==> config.mk <==
export PLATFORM = sky130hd
export DESIGN_NAME = throttle_command_frame_decoder
export DESIGN_NICKNAME = d
export VERILOG_FILES = /design/src/hw/rtl/tcfd_pkg.sv /design/src/hw/rtl/throttle_command_frame_decoder.sv
export SDC_FILE = /design/constraint.sdc
export NUM_CORES = 1
export LEC_CHECK = 0
export BUFFER_PORTS_ARGS = -buffer_cell sky130_fd_sc_hd__buf_4
export CAP_MARGIN = 20
export CORE_ASPECT_RATIO = 0.7
export CORE_MARGIN = 1
export CORE_UTILIZATION = 35
export DETAILED_ROUTE_END_ITERATION = 16
export PLACE_DENSITY_LB_ADDON = 0.05
export SKIP_LAST_GASP = 1
export SLEW_MARGIN = 20
export SYNTH_ARGS = -nofsm -noshare
export SYNTH_HDL_FRONTEND = slang
export SYNTH_SLANG_ARGS = --single-unit
==> constraint.sdc <==
create_clock -name aclk -period 17.7 [get_ports aclk]
set_clock_uncertainty 0.2 [all_clocks]
set_input_delay 5.31 -clock aclk [delete_from_list [all_inputs] [get_ports aclk]]
set_output_delay 5.31 -clock aclk [all_outputs]
set_load 0.02 [all_outputs]
==> src/hw/rtl/tcfd_pkg.sv <==
// shared constants, command codes and the float conversion for the frame decoder
package tcfd_pkg;

    localparam int REPEAT_NEEDED = 6;

    localparam int CMD_W    = 6;
    localparam int REPEAT_W = 3;
    localparam int LEVEL_W  = 8;
    localparam int THR_W    = 15;
    localparam int TONE_W   = 3;
    localparam int VAL_W    = 17;

    localparam logic [CMD_W-1:0] CMD_LAST      = 6'd47;
    localparam logic [CMD_W-1:0] CMD_BEACON_1  = 6'd1;
    localparam logic [CMD_W-1:0] CMD_BEACON_2  = 6'd2;
    localparam logic [CMD_W-1:0] CMD_BEACON_3  = 6'd3;
    localparam logic [CMD_W-1:0] CMD_BEACON_4  = 6'd4;
    localparam logic [CMD_W-1:0] CMD_BEACON_5  = 6'd5;
    localparam logic [CMD_W-1:0] CMD_DIR_NORM  = 6'd7;
    localparam logic [CMD_W-1:0] CMD_DIR_REV   = 6'd8;
    localparam logic [CMD_W-1:0] CMD_BIDIR_OFF = 6'd9;
    localparam logic [CMD_W-1:0] CMD_BIDIR_ON  = 6'd10;
    localparam logic [CMD_W-1:0] CMD_SAVE      = 6'd12;
    localparam logic [CMD_W-1:0] CMD_TLM_ARM   = 6'd13;
    localparam logic [CMD_W-1:0] CMD_SPIN_FWD  = 6'd20;
    localparam logic [CMD_W-1:0] CMD_SPIN_REV  = 6'd21;
    localparam logic [CMD_W-1:0] CMD_PROGRAM   = 6'd36;

    localparam logic [LEVEL_W-1:0] LEVEL_LIMIT = 8'd100;

    localparam logic [0:0] REG_ARM_ENABLE = 1'b0;

    // ieee single to int16, truncate toward zero, saturate, nan gives zero
    function automatic logic signed [VAL_W-1:0] float_to_i16(input logic [31:0] bits);
        logic [7:0]        expo;
        logic [22:0]       mant;
        logic              neg;
        logic [7:0]        unb;
        logic [4:0]        rsh;
        logic [23:0]       sig;
        logic [THR_W-1:0]  mag;
        logic [VAL_W-1:0]  res;
        expo = bits[30:23];
        mant = bits[22:0];
        neg  = bits[31];
        unb  = expo - 8'd127;
        rsh  = 5'd23 - {1'b0, unb[3:0]};
        sig  = {1'b1, mant} >> rsh;
        mag  = sig[THR_W-1:0];
        if (expo == 8'hFF && mant != 23'd0) begin
            res = '0;
        end else if (expo < 8'd127) begin
            res = '0;
        end else if (unb >= 8'd15) begin
            res = neg ? 17'h18000 : 17'h07FFF;
        end else begin
            res = neg ? (17'd0 - {2'b00, mag}) : {2'b00, mag};
        end
        return $signed(res);
    endfunction

endpackage

==> src/hw/rtl/throttle_command_frame_decoder.sv <==
// throttle and command frame decoder: float decode, command repeat logic, apb setting
//
//  channel | direction | ports                          | handshake
//  --------+-----------+--------------------------------+----------------------------
//  frames  | in        | s_payload_bits .. s_telemetry_ | s_valid / s_ready
//  results | out       | m_throttle_value .. m_frame_good| m_valid / m_ready
//  config  | in        | psel penable pwrite paddr ...  | apb, pready tied high
//
// one frame per cycle: the float decode and the command update run in a single
// pass from the input ports into the result register and the state registers
// a new request is taken in every cycle while the result register is empty or
// being drained in that same cycle; the result stays put while m_ready is low
// reset (aresetn low, synchronous) clears all state, the result valid flag and
// the arm-enable setting; drive direction resets to forward
module throttle_command_frame_decoder (
    input  logic                        aclk,
    input  logic                        aresetn,
    // frame request
    input  logic                        s_valid,
    output logic                        s_ready,
    input  logic [31:0]                 s_payload_bits,
    input  logic                        s_telemetry_bit,
    input  logic                        s_frame_error,
    input  logic                        s_line_high,
    input  logic                        s_motor_armed,
    input  logic                        s_motor_running,
    input  logic                        s_telemetry_pending,
    // result request
    output logic                        m_valid,
    input  logic                        m_ready,
    output logic [tcfd_pkg::THR_W-1:0]  m_throttle_value,
    output logic                        m_throttle_update,
    output logic [tcfd_pkg::TONE_W-1:0] m_tone_code,
    output logic                        m_forward_dir,
    output logic                        m_reversed_setting,
    output logic                        m_bidirectional_setting,
    output logic                        m_save_request,
    output logic                        m_programming_active,
    output logic                        m_telemetry_armed,
    output logic                        m_telemetry_request,
    output logic                        m_frame_good,
    // configuration
    input  logic                        psel,
    input  logic                        penable,
    input  logic                        pwrite,
    input  logic [2:0]                  paddr,
    input  logic [31:0]                 pwdata,
    output logic [31:0]                 prdata,
    output logic                        pready
);
    import tcfd_pkg::*;

    // setting
    logic arm_enable_reg;

    // decoder state
    logic [CMD_W-1:0]    pending_reg,   pending_next;
    logic [CMD_W-1:0]    previous_reg,  previous_next;
    logic [REPEAT_W-1:0] repeat_reg,    repeat_next;
    logic [LEVEL_W-1:0]  level_reg,     level_next;
    logic                tlm_armed_reg, tlm_armed_next;
    logic                reversed_reg,  reversed_next;
    logic                bidir_reg,     bidir_next;
    logic                forward_reg,   forward_next;
    logic                program_reg,   program_next;

    // result register
    logic                m_valid_reg;
    logic [THR_W-1:0]    thr_reg,    thr_next;
    logic                upd_reg,    upd_next;
    logic [TONE_W-1:0]   tone_reg,   tone_next;
    logic                save_reg,   save_next;
    logic                treq_reg,   treq_next;
    logic                good_reg,   good_next;

    logic                   accept;
    logic signed [VAL_W-1:0] value;
    logic                   thr_ok;
    logic                   is_cmd;
    logic [REPEAT_W:0]      cnt;
    logic                   cfg_write;
    logic                   cfg_hit;

    assign s_ready = !m_valid_reg || m_ready;
    assign accept  = s_valid && s_ready;
    assign value   = float_to_i16(s_payload_bits);

    // apb: one register at byte address 0, low address bits ignored
    assign pready    = 1'b1;
    assign cfg_hit   = (paddr[2] == REG_ARM_ENABLE);
    assign cfg_write = psel && penable && pwrite && cfg_hit;
    assign prdata    = cfg_hit ? {31'd0, arm_enable_reg} : 32'd0;

    always_comb begin
        pending_next   = pending_reg;
        previous_next  = previous_reg;
        repeat_next    = repeat_reg;
        level_next     = level_reg;
        tlm_armed_next = tlm_armed_reg;
        reversed_next  = reversed_reg;
        bidir_next     = bidir_reg;
        forward_next   = forward_reg;
        program_next   = program_reg;
        thr_next       = '0;
        upd_next       = 1'b0;
        tone_next      = '0;
        save_next      = 1'b0;
        treq_next      = 1'b0;
        good_next      = 1'b0;
        thr_ok         = 1'b0;
        is_cmd         = 1'b0;
        cnt            = '0;

        // line level counting runs for every frame, good or bad
        if (!s_motor_armed && !s_telemetry_pending && s_line_high) begin
            level_next = level_reg + 1'b1;
            if (level_next > LEVEL_LIMIT) begin
                treq_next = 1'b1;
            end
        end

        if (!s_frame_error) begin
            good_next = 1'b1;
            if (s_telemetry_bit) begin
                treq_next = 1'b1;
            end
            thr_ok = (value > $signed({11'd0, CMD_LAST}))
                     && (tlm_armed_reg || !arm_enable_reg);
            is_cmd = (value > $signed(17'sd0)) && (value <= $signed({11'd0, CMD_LAST}));

            if (thr_ok) begin
                thr_next     = value[THR_W-1:0];
                upd_next     = 1'b1;
                pending_next = '0;
                repeat_next  = '0;
            end else if (is_cmd) begin
                upd_next     = 1'b1;
                pending_next = value[CMD_W-1:0];
            end else if (value == '0) begin
                if (arm_enable_reg) begin
                    tlm_armed_next = 1'b0;
                end
                upd_next     = 1'b1;
                pending_next = '0;
                repeat_next  = '0;
            end

            // commands only run on an armed, stopped motor
            if (!thr_ok && pending_next != '0 && !s_motor_running && s_motor_armed) begin
                if (pending_next != previous_reg) begin
                    previous_next = pending_next;
                    repeat_next   = '0;
                end
                cnt = {1'b0, repeat_next} + 1'b1;
                // beacons 1 to 4 fire at once, beacon 5 and everything else need repeats
                if (pending_next < CMD_BEACON_5
                        || cnt >= (REPEAT_W+1)'(REPEAT_NEEDED)) begin
                    repeat_next = '0;
                    unique case (pending_next)
                        CMD_BEACON_1, CMD_BEACON_2, CMD_BEACON_3,
                        CMD_BEACON_4, CMD_BEACON_5: begin
                            tone_next = pending_next[TONE_W-1:0];
                        end
                        CMD_DIR_NORM: begin
                            reversed_next = 1'b0;
                            forward_next  = 1'b1;
                        end
                        CMD_DIR_REV: begin
                            reversed_next = 1'b1;
                            forward_next  = 1'b0;
                        end
                        CMD_BIDIR_OFF: begin
                            bidir_next = 1'b0;
                        end
                        CMD_BIDIR_ON: begin
                            bidir_next = 1'b1;
                        end
                        CMD_SAVE: begin
                            // confirmation tone tells which direction got saved
                            save_next = 1'b1;
                            tone_next = {2'b00, reversed_reg} + 3'd1;
                        end
                        CMD_TLM_ARM: begin
                            if (arm_enable_reg) begin
                                tlm_armed_next = 1'b1;
                            end
                        end
                        CMD_SPIN_FWD: begin
                            forward_next = !reversed_reg;
                        end
                        CMD_SPIN_REV: begin
                            forward_next = reversed_reg;
                        end
                        CMD_PROGRAM: begin
                            program_next = 1'b1;
                        end
                        default: begin
                            // unknown codes are just dropped from pending
                        end
                    endcase
                    pending_next = '0;
                end else begin
                    repeat_next = cnt[REPEAT_W-1:0];
                end
            end
        end
    end

    always_ff @(posedge aclk) begin
        if (!aresetn) begin
            arm_enable_reg <= 1'b0;
            pending_reg    <= '0;
            previous_reg   <= '0;
            repeat_reg     <= '0;
            level_reg      <= '0;
            tlm_armed_reg  <= 1'b0;
            reversed_reg   <= 1'b0;
            bidir_reg      <= 1'b0;
            forward_reg    <= 1'b1;
            program_reg    <= 1'b0;
            m_valid_reg    <= 1'b0;
        end else begin
            if (cfg_write) begin
                arm_enable_reg <= pwdata[0];
            end
            if (accept) begin
                pending_reg   <= pending_next;
                previous_reg  <= previous_next;
                repeat_reg    <= repeat_next;
                level_reg     <= level_next;
                tlm_armed_reg <= tlm_armed_next;
                reversed_reg  <= reversed_next;
                bidir_reg     <= bidir_next;
                forward_reg   <= forward_next;
                program_reg   <= program_next;
                m_valid_reg   <= 1'b1;
            end else if (m_ready) begin
                m_valid_reg <= 1'b0;
            end
        end
    end

    // per-frame result fields, no reset needed
    always_ff @(posedge aclk) begin
        if (accept) begin
            thr_reg  <= thr_next;
            upd_reg  <= upd_next;
            tone_reg <= tone_next;
            save_reg <= save_next;
            treq_reg <= treq_next;
            good_reg <= good_next;
        end
    end

    // settings live in the state registers, which only move on an accepted frame
    assign m_valid                 = m_valid_reg;
    assign m_throttle_value        = thr_reg;
    assign m_throttle_update       = upd_reg;
    assign m_tone_code             = tone_reg;
    assign m_forward_dir           = forward_reg;
    assign m_reversed_setting      = reversed_reg;
    assign m_bidirectional_setting = bidir_reg;
    assign m_save_request          = save_reg;
    assign m_programming_active    = program_reg;
    assign m_telemetry_armed       = tlm_armed_reg;
    assign m_telemetry_request     = treq_reg;
    assign m_frame_good            = good_reg;

    // a nonzero throttle only comes out of a good frame flagged for update
    a_thr_good: assert property (@(posedge aclk) disable iff (!aresetn)
        m_valid && m_throttle_value != '0 |-> m_throttle_update && m_frame_good)
        else $error("throttle value without update on a good frame");

    // a save always carries one of the two direction tones
    a_save_tone: assert property (@(posedge aclk) disable iff (!aresetn)
        m_valid && m_save_request |-> m_tone_code == 3'd1 || m_tone_code == 3'd2)
        else $error("save request without confirmation tone");

    // a bad frame produces no throttle, tone or save
    a_bad_frame: assert property (@(posedge aclk) disable iff (!aresetn)
        accept && s_frame_error |=> !m_frame_good && !m_throttle_update
            && m_tone_code == '0 && !m_save_request)
        else $error("discarded frame had an effect");

    // settings do not move without an accepted frame
    a_hold: assert property (@(posedge aclk) disable iff (!aresetn)
        !accept |=> $stable(m_forward_dir) && $stable(m_reversed_setting)
            && $stable(m_bidirectional_setting) && $stable(m_programming_active))
        else $error("setting changed without a frame");

endmodule
### Yosys cells after proc, flatten, opt, wreduce, memory -nomap -nowiden

Index checks and enable logic that the tools add are counted.

| storage, ports and cells | value |
|---|---|
| flip-flop bits (word level) | 52 |
| word-level logic and storage cells | 135 |
| bits in latches | 0 |
| ROM bits | 0 |
| bits in writable memories | 0 |
| memories kept | 0 |
| output and inout bits | 62 |

| cells by class | value |
|---|---|
| order comparisons | 8 |
| equal/unequal tests | 16 |
| divide/modulo/power cells | 0 |
| reduce and logical (&&, ||, !) cells | 39 |
| muxes and demuxes | 43 |
| bitwise gates (word level) | 5 |
| multiply operators | 0 |
| add/subtract/negate cells | 6 |
| shifts and indexed selects | 1 |

Operators with widths:

| cell | count |
|---|---|
| $mux 17 | 5 |
| $mux 6 | 6 |
| $eq 6x4->1 const B | 5 |
| $mux 3 | 8 |
| $shr 24x5->15 | 1 |
| $reduce_bool 23->1 | 1 |
| $mux 1 | 20 |
| $reduce_and 5->1 | 4 |
| $eq 6x3->1 const B | 3 |
| $gt 17x1->1 const B | 1 |
| $gt 17x7->1 const B | 1 |
| $le 17x7->1 const B | 1 |
| $logic_not 17->1 | 1 |
| $sub 1x15->16 const A | 1 |
| $eq 6x2->1 const B | 2 |
| $eq 6x5->1 const B | 2 |
| $logic_and 1x1->1 | 12 |
| $add 8x1->8 const B | 1 |
| $eq 8x8->1 const B | 1 |
| $ge 8x4->1 const B | 1 |
| $gt 8x7->1 const B | 1 |
| $lt 8x7->1 const B | 1 |
| $sub 8x7->8 const B | 1 |
| $logic_not 1->1 | 7 |
| 21 further kinds | 31 |

### Logic depth before layout (Yosys ltp)

Gate-level depths: netlist of the first run.

| depth | value |
|---|---|
| depth after elaboration | 24 |
| mapped depth | 28 |
| depth with buffers taken out | 23 |

### Least setup slack after synthesis of the first run

OpenSTA, ideal clock, no wires.

| timing path | value |
|---|---|
| path kind | input-to-reg |
| start | input s_payload_bits[23] |
| end | register repeat_reg[2] |
| required time | 17.429 ns |
| cell stages on the path | 26 |
| arrival time | 11.714 ns |
| path buffers | 4 |
| setup slack | 5.715 ns |
| setup time | 0.071 ns |
| path through | buf_6 buf_2 inv_1 ha_1 buf_6 mux2_2 mux4_2 mux2i_2 ha_1 nand2_1 o22ai_1 nand3_1 nor3_1 o2111ai_1 a2111oi_1 nand2_1 buf_2 a21oi_1 or4b_2 or3_1 ha_1 nor2b_1 o211ai_4 nand3_2 or3_1 a21oi_1 |

| on the way | value |
|---|---|
| longest elaborated chain between the ends | 22 |
| elaborated cells between the ends (all ways) | 40 |
| those cells by class | add/sub (4); order compare (7); eq/ne (2); shift (1); mux (16); reduce/logical (10) |

Ends and longest elaborated chain:

| element | line | RTL |
|---|---|---|
| start, declared | throttle_command_frame_decoder.sv:21 | `input logic [31:0] s_payload_bits,` |
| $sub 8x7->8 | tcfd_pkg.sv:46 | `unb = expo - 8'd127;` |
| $sub 5x4->5 | tcfd_pkg.sv:47 | `rsh = 5'd23 - {1'b0, unb[3:0]};` |
| $shr 24x5->15 | tcfd_pkg.sv:48 | `sig = {1'b1, mant} >> rsh;` |
| $sub 1x15->16 | tcfd_pkg.sv:57 | `res = neg ? (17'd0 - {2'b00, mag}) : {2'b00, mag};` |
| $mux 17 | tcfd_pkg.sv:57 |  |
| $mux 17 | tcfd_pkg.sv:54 | `end else if (unb >= 8'd15) begin` |
| $mux 17 | tcfd_pkg.sv:52 | `end else if (expo < 8'd127) begin` |
| $mux 17 * | tcfd_pkg.sv:50 | `if (expo == 8'hFF && mant != 23'd0) begin` |
| (+6 left out) | - |  |
| $mux 3 | throttle_command_frame_decoder.sv:150 | `if (pending_next != previous_reg) begin` |
| $mux 3 | throttle_command_frame_decoder.sv:149 | `if (!thr_ok && pending_next != '0 && !s_motor_running && s_motor_armed) begin` |
| $mux 3 | throttle_command_frame_decoder.sv:122 | `if (!s_frame_error) begin` |
| $add 3x1->4 | throttle_command_frame_decoder.sv:154 | `cnt = {1'b0, repeat_next} + 1'b1;` |
| $ge 4x3->1 | throttle_command_frame_decoder.sv:157 | `\|\| cnt >= (REPEAT_W+1)'(REPEAT_NEEDED)) begin` |
| $logic_or 1x1->1 | throttle_command_frame_decoder.sv:157 |  |
| $mux 3 | throttle_command_frame_decoder.sv:156 | `if (pending_next < CMD_BEACON_5` |
| $mux 3 * | throttle_command_frame_decoder.sv:149 |  |
| end signal, assigned | throttle_command_frame_decoder.sv:229 | `repeat_reg <= repeat_next;` |
| end, declared | throttle_command_frame_decoder.sv:59 | `logic [REPEAT_W-1:0] repeat_reg, repeat_next;` |

Every way passes the cells marked *; elsewhere a longest branch is shown, timed or not. The select of a mux whose other input is x is not followed.
A chain may end at the register's enable or synchronous reset.

### Worst setup path in the final report of the first run

| timing path | value |
|---|---|
| start | input s_payload_bits[23] |
| end | register pending_reg[0] |

| on the way | value |
|---|---|
| longest elaborated chain between the ends | 22 |
| elaborated cells between the ends (all ways) | 40 |
| those cells by class | add/sub (4); order compare (7); eq/ne (2); shift (1); mux (16); reduce/logical (10) |

Ends and longest elaborated chain:

| element | line | RTL |
|---|---|---|
| $sub 8x7->8 | tcfd_pkg.sv:46 |  |
| $sub 5x4->5 | tcfd_pkg.sv:47 |  |
| $shr 24x5->15 | tcfd_pkg.sv:48 |  |
| $sub 1x15->16 | tcfd_pkg.sv:57 |  |
| $mux 17 | tcfd_pkg.sv:57 |  |
| $mux 17 | tcfd_pkg.sv:54 |  |
| $mux 17 | tcfd_pkg.sv:52 |  |
| $mux 17 * | tcfd_pkg.sv:50 |  |
| (+6 left out) | - |  |
| $mux 3 | throttle_command_frame_decoder.sv:150 |  |
| $mux 3 | throttle_command_frame_decoder.sv:149 |  |
| $mux 3 | throttle_command_frame_decoder.sv:122 |  |
| $add 3x1->4 | throttle_command_frame_decoder.sv:154 |  |
| $ge 4x3->1 | throttle_command_frame_decoder.sv:157 |  |
| $logic_or 1x1->1 | throttle_command_frame_decoder.sv:157 |  |
| $mux 6 | throttle_command_frame_decoder.sv:156 |  |
| $mux 6 * | throttle_command_frame_decoder.sv:149 |  |
| end signal, assigned | throttle_command_frame_decoder.sv:227 | `pending_reg <= pending_next;` |
| end, declared | throttle_command_frame_decoder.sv:57 | `logic [CMD_W-1:0] pending_reg, pending_next;` |

Marks and branches as above.

==> results.cfg, run 1 <==
[detailed_routing]
wl_per_cell_microns = 18.0
vias_per_cell = 5.77
drc = 0
ant_nets = 0
vias = 4944
firstDrtPassIters = 5
drt_iter0_markers = 458
drt_wl_total_mm = 15.4

[clocking]
cts_tree = built
post_cts_buffers = 0
htreeDepth = 2
clk_latency_ns = 0.29
clockBufferDepth = 2
hold_buffers = 0
numClockSinks = 52
clk_pin_slew_worst_paths_ns = 0.07
cts_root_buf = clkbuf_16
cts_buffers = 5
cts_resized = 0

[power_and_ir_drop]
p_total_uw = 360
p_leak_nw = 2.29
peakVddDrop_mv = 0.0421
power.density_nw_per_um2 = 61.4

[run_status]
status = finished, final reports clean

[grt]
antenna_found_initial = 0
grt-ovfl-total = 0
grtUsageTotal_pct = 20.5
grt_pass1_vias = 4399
grt_pass1_wl_mm = 24.4
grt_start_max_net_pins = 29

[timing]
timing.setup.tns_ns = 0
drv_slew = 0
tightest_slew_ns = 1.20
setup_ws_ns = 3.27
setup_viol = 0
min_period_ns = 14.43
hold_ws_ns = 0.273
finalHoldViolCount = 0
max_slew_margin_pct = 19.5
rsz0062_at_grt = no
timing.fmax_ghz = 0.0693
timing.final.crit_share_pct = 81.5

[layout]
largest_reg_flops = 15
fin_util_pct = 41.5
fin_area_sq_um = 5870
nNetsFinal = 752
fin_cells = 857
areaGrowthSynthToFinish_pct = 14.2
layout-drive-gt1-share_pct = 21.5

[synth]
seq_area_frac_synth_pct = 24.5
syn_area_sq_um = 5140
ys_ff_latch = 52
synth_cell_types = 87
async_flop_share_pct = 0
syn_avg_cell_area_sq_um = 8.49
synth_warnings = 0
syn_inst = 606
ys.flop_type = dfxtp_1
synth_edf_count = 22

[setup_path]
critical_path_class = primary input to register
crit_top_cell = ha_1
max_stage_delay_ns = 1.11
setup.worst_path.end_class = register
cp_slowest_cell = a2111oi_1
path_max_fanout = 28
crit_required_ns = 17.73
critPathLaunchType = primary input
arrival_ns = 14.46
path_cells = buf_4 > inv_1 > ha_1 > buf_4 > mux2_2 > mux4_2 > mux2i_2 > ha_1 > nand2_1 > o22ai_1 > nand3_1 > nor3_1 > o2111ai_1 > a2111oi_1 > nand2_1 > a21oi_1 > or4b_2 > or3_1 > ha_1 > nor2b_1 > o211ai_4 > nand3_2 > a21oi_1 > a22o_1

[die]
num_rows = 36
core_sq_um = 14100
start_util_pct = 36.4
io_pins = 142
die_y_microns = 103
die-area_sq_um = 15200
die_w_microns = 147

[placement]
dp.cells = 848
routabilityCongestion = 0.845
post-place-ws_ns = 3.20
portBuffers = 76
dp_hpwl_mm = 12.3
placed_cell_area_sq_um = 5720

[job]
cap_violations = 0

[worst_hold_path]
hold_path_class = register to register
-- path summary, 6_finish.rpt --
| kind | startpoint | endpoint | slack (ns) | cells after the start |
|---|---|---|---|---|
| max | s_payload_bits[23] | pending_reg[0] | 3.27 | 24 |
| min | m_programming_active | m_programming_active | 0.27 | 2 |
| max reg2reg | m_telemetry_armed | pending_reg[0] | 13.37 | 14 |
| min reg2reg | m_programming_active | m_programming_active | 0.27 | 2 |
-- Yosys cell counts, drive strengths merged (4+ instances only) --
cell type   n  share of area [%]
a211oi      9                1.4
a21o        4               0.58
a21oi      26                2.5
a22o        8                1.4
a311oi      5               0.97
a31oi       6               0.73
and2        8               0.97
and3       13                1.7
buf        45                6.3
clkbuf     14                1.0
dfxtp      30                 12
edfxtp     22                 13
ha          7                1.7
inv        14                1.0
mux2       18                3.9
mux2i      27                5.6
mux4       13                5.7
nand2      48                3.6
nand2b      4               0.49
nand3      23                2.4
nand4      13                1.6
nor2       60                4.4
nor2b       6               0.73
nor3       19                1.8
nor3b       4               0.58
nor4       10                1.2
o2111ai     4               0.68
o211a       4               0.78
o211ai     18                3.0
o21a        7                1.0
o21ai      24                2.3
o31ai       8                1.2
or2         7               0.85
or3         8               0.97
xnor2       8                1.5
xor2       11                2.2
-- cell usage in the layout (no fill, tap or decap), types with 4 or more instances in the layout --
master and n:
clkbuf_16 5, a21o_1 4, nor3b_1 4, nor2_1 60, nand4_1 13, or2_2 5, dfxtp_1 30, o31ai_1 8
nor2b_1 6, a311oi_1 4, nor4_1 10, conb_1 32, a22o_1 8, a211oi_1 8, o211a_1 4, xnor2_1 7
nand3_1 21, o21a_1 7, mux4_2 13, and2_1 8, inv_1 14, nand2_1 47, mux2_2 17, o21ai_0 23
mux2i_1 24, a21oi_1 26, a31oi_1 6, edfxtp_1 22, ha_1 7, nor3_1 19, o2111ai_1 4, o211ai_1 16
xor2_1 10, buf_4 81, or3_1 8, nand2b_1 4, and3_1 12
-- layout make-up --
cell class              count  area (sq um)
clock inverters             2          16.3
inverters                  15          56.3
diodes                      1          2.50
well taps                 190           238
multi-input cells         510          3560
fillers                  1421          8270
flip-flops and latches     52          1260
repair buffers             81           608
clock buffers               6           129
-- cell families after synthesis --
group                      count (synthesis)  share of synthesized area [%]
DFF                                       52                           24.5
buffers and inverters                     74                           8.44
AOI/OAI and AO/OA                        156                           22.3
adders and majority gates                  8                           1.90
other                                      2                          0.146
and+or+nand+nor                          237                           23.7
xor gates and xnor gates                  19                           3.75
muxes                                     58                           15.3
-- where the power goes --
part / internal [mW] / switching [mW]
Sequential: 0.129 / 0.00155
Combinational: 0.0487 / 0.0841
Clock: 0.0528 / 0.0439
-- critical path, delay by kind of cell --
family / cells / cell delay [ns]
AO/OA/AOI/OAI: 7 / 3.36
AND/OR/NAND/NOR: 8 / 2.79
multiplexers: 3 / 1.26
adder cells (fa/ha/maj): 3 / 0.86
buffers and inverters: 3 / 0.83
-- routing by layer --
metal / part of all wire (%) / GRT usage, % / vias to the layer above / wire length, microns
met2: 37 / 26.8 / 204 / 5700
met1: 54 / 33.5 / 2356 / 8330
met3: 8.6 / 4.56 / 6 / 1330
met4: 0.29 / 2.00 / 0 / 44
met5: 0 / 0 / - / 0
li1: - / - / 2378 / -
Note: power is estimated with default switching activity, not from simulation.
==> inputs of run 2 (changes only) <==
==> constraint.sdc (replaced) <==
create_clock -name aclk -period 13.4 [get_ports aclk]
set_clock_uncertainty 0.2 [all_clocks]
set_input_delay 4.02 -clock aclk [delete_from_list [all_inputs] [get_ports aclk]]
set_output_delay 4.02 -clock aclk [all_outputs]
set_load 0.02 [all_outputs]
==> run 2 against run 1 <==
  * Power rose by 38%
  * Global-route usage rose by 0.30 points
  * Critical path type unchanged
  * Register-to-register slack got worse by 4.2 ns
  * Final cell count rose by 0.23%
  * Sequential share of layout area fell by 0.15 points
  * Critical path depth did not move
  * Utilization rose by 0.30 points
  * Highest routed layer unchanged
  * Setup slack got worse by 1.7 ns
==> results.cfg, run 2 (same netlist as run 1, synthesis figures left out) <==
[setup_path]
cp_slowest_cell = ha_1
max_stage_delay_ns = 0.79
path_max_fanout = 28
setup.worst_path.end_class = register
path_cells = buf_4 > inv_1 > ha_1 > mux2_2 > mux4_2 > mux2i_4 > ha_1 > nand2_1 > o22ai_1 > nand3_1 > or4_1 > a31oi_1 > a2111o_1 > a2111oi_0 > a21oi_1 > buf_4 > or4b_2 > or3_1 > ha_1 > nor2b_1 > o211ai_4 > nand3_2 > a21oi_1 > a22o_1
cp_top_family = compound AO/OA/AOI/OAI gates
critPathLaunchType = primary input
crit_top_cell = ha_1
crit_required_ns = 13.44
path_buf_inv = 3
critical_path_class = primary input to register
arrival_ns = 11.91

[layout]
fin_util_pct = 41.8
fin_area_sq_um = 5910
layout-drive-gt1-share_pct = 21.8
largest_reg_flops = 15
final_common_cell = buf_4
final_cell_mix = buf_4, nor2_1, nand2_1
fin_cells = 859
antenna_cells = 0
nNetsFinal = 755
areaGrowthSynthToFinish_pct = 15.0

[die]
die-area_sq_um = 15200
start_util_pct = 36.4
io_pins = 142
num_rows = 36
die_y_microns = 103
die_w_microns = 147
core_sq_um = 14100

[grt]
grt-ovfl-total = 0
grt_start_max_net_pins = 29
grtUsageTotal_pct = 20.8
grt_pass1_wl_mm = 24.7
antenna_found_initial = 0
grt_pass1_vias = 4480

[placement]
portBuffers = 76
dp.cells = 851
routabilityCongestion = 0.854
dp_hpwl_mm = 12.3
placed_cell_area_sq_um = 5750
post-place-ws_ns = 1.35

[power_and_ir_drop]
power.density_nw_per_um2 = 84.1
p_leak_nw = 2.32
peakVddDrop_mv = 0.0622
p_total_uw = 497

[clocking]
clockBufferDepth = 2
clk_latency_ns = 0.29
cts_buffers = 5
cts_resized = 0
clk_pin_slew_worst_paths_ns = 0.07
htreeDepth = 2
cts_root_buf = clkbuf_16
hold_buffers = 0
numClockSinks = 52
post_cts_buffers = 0
cts_tree = built

[detailed_routing]
drt_wl_total_mm = 15.6
drc = 0
drt_iter0_markers = 469
wl_per_cell_microns = 18.1
ant_nets = 0
vias = 5029
firstDrtPassIters = 5
vias_per_cell = 5.85

[timing]
setup_ws_ns = 1.53
max_slew_margin_pct = 31.1
hold_ws_ns = 0.262
drv_slew = 0
finalHoldViolCount = 0
timing.fmax_ghz = 0.0842
timing.setup.tns_ns = 0
min_period_ns = 11.87
rsz0062_at_grt = no
tightest_slew_ns = 1.03
setup_viol = 0
timing.final.crit_share_pct = 88.6

[job]
cap_violations = 0

[run_status]
status = finished, final reports clean

[worst_hold_path]
hold_path_class = register to register
[run 2: cell type report]
type                    count  area [sq um]
flip-flops and latches     52          1260
well taps                 190           238
clock buffers               6           129
clock inverters             2          38.8
fillers                  1445          8230
multi-input cells         510          3560
inverters                  15          56.3
repair buffers             84           631
[run 2: per-layer routing]
layer,track usage (%),vias up,wire length (microns)
met1,33.6,2408,8170
met3,4.47,4,1470
met2,27.5,228,5880
met4,2.96,0,40
met5,0,-,0
li1,-,2389,-
[run 2: final timing paths]
| kind | startpoint | to | slack, ns | cells after the start |
|---|---|---|---|---|
| min | m_programming_active | m_programming_active | 0.26 | 2 |
| max reg2reg | m_telemetry_armed | pending_reg[0] | 9.19 | 14 |
| max | s_payload_bits[23] | pending_reg[0] | 1.53 | 24 |
| min reg2reg | m_programming_active | m_programming_active | 0.26 | 2 |
[run 2: worst register-to-register path: cells and delay by family (launching register included)]
family / cells / cell delay (ns)
AND/OR/NAND/NOR: 6 / 1.72
AO/OA/AOI/OAI: 6 / 1.46
flip-flops: 1 / 0.40
adder cells (fa/ha/maj): 1 / 0.23
XOR/XNOR: 1 / 0.15
[run 2: where the power goes]
part           internal, mW  switching [mW]
sequential            0.171         0.00200
combinational        0.0657           0.112
clock                0.0890          0.0578
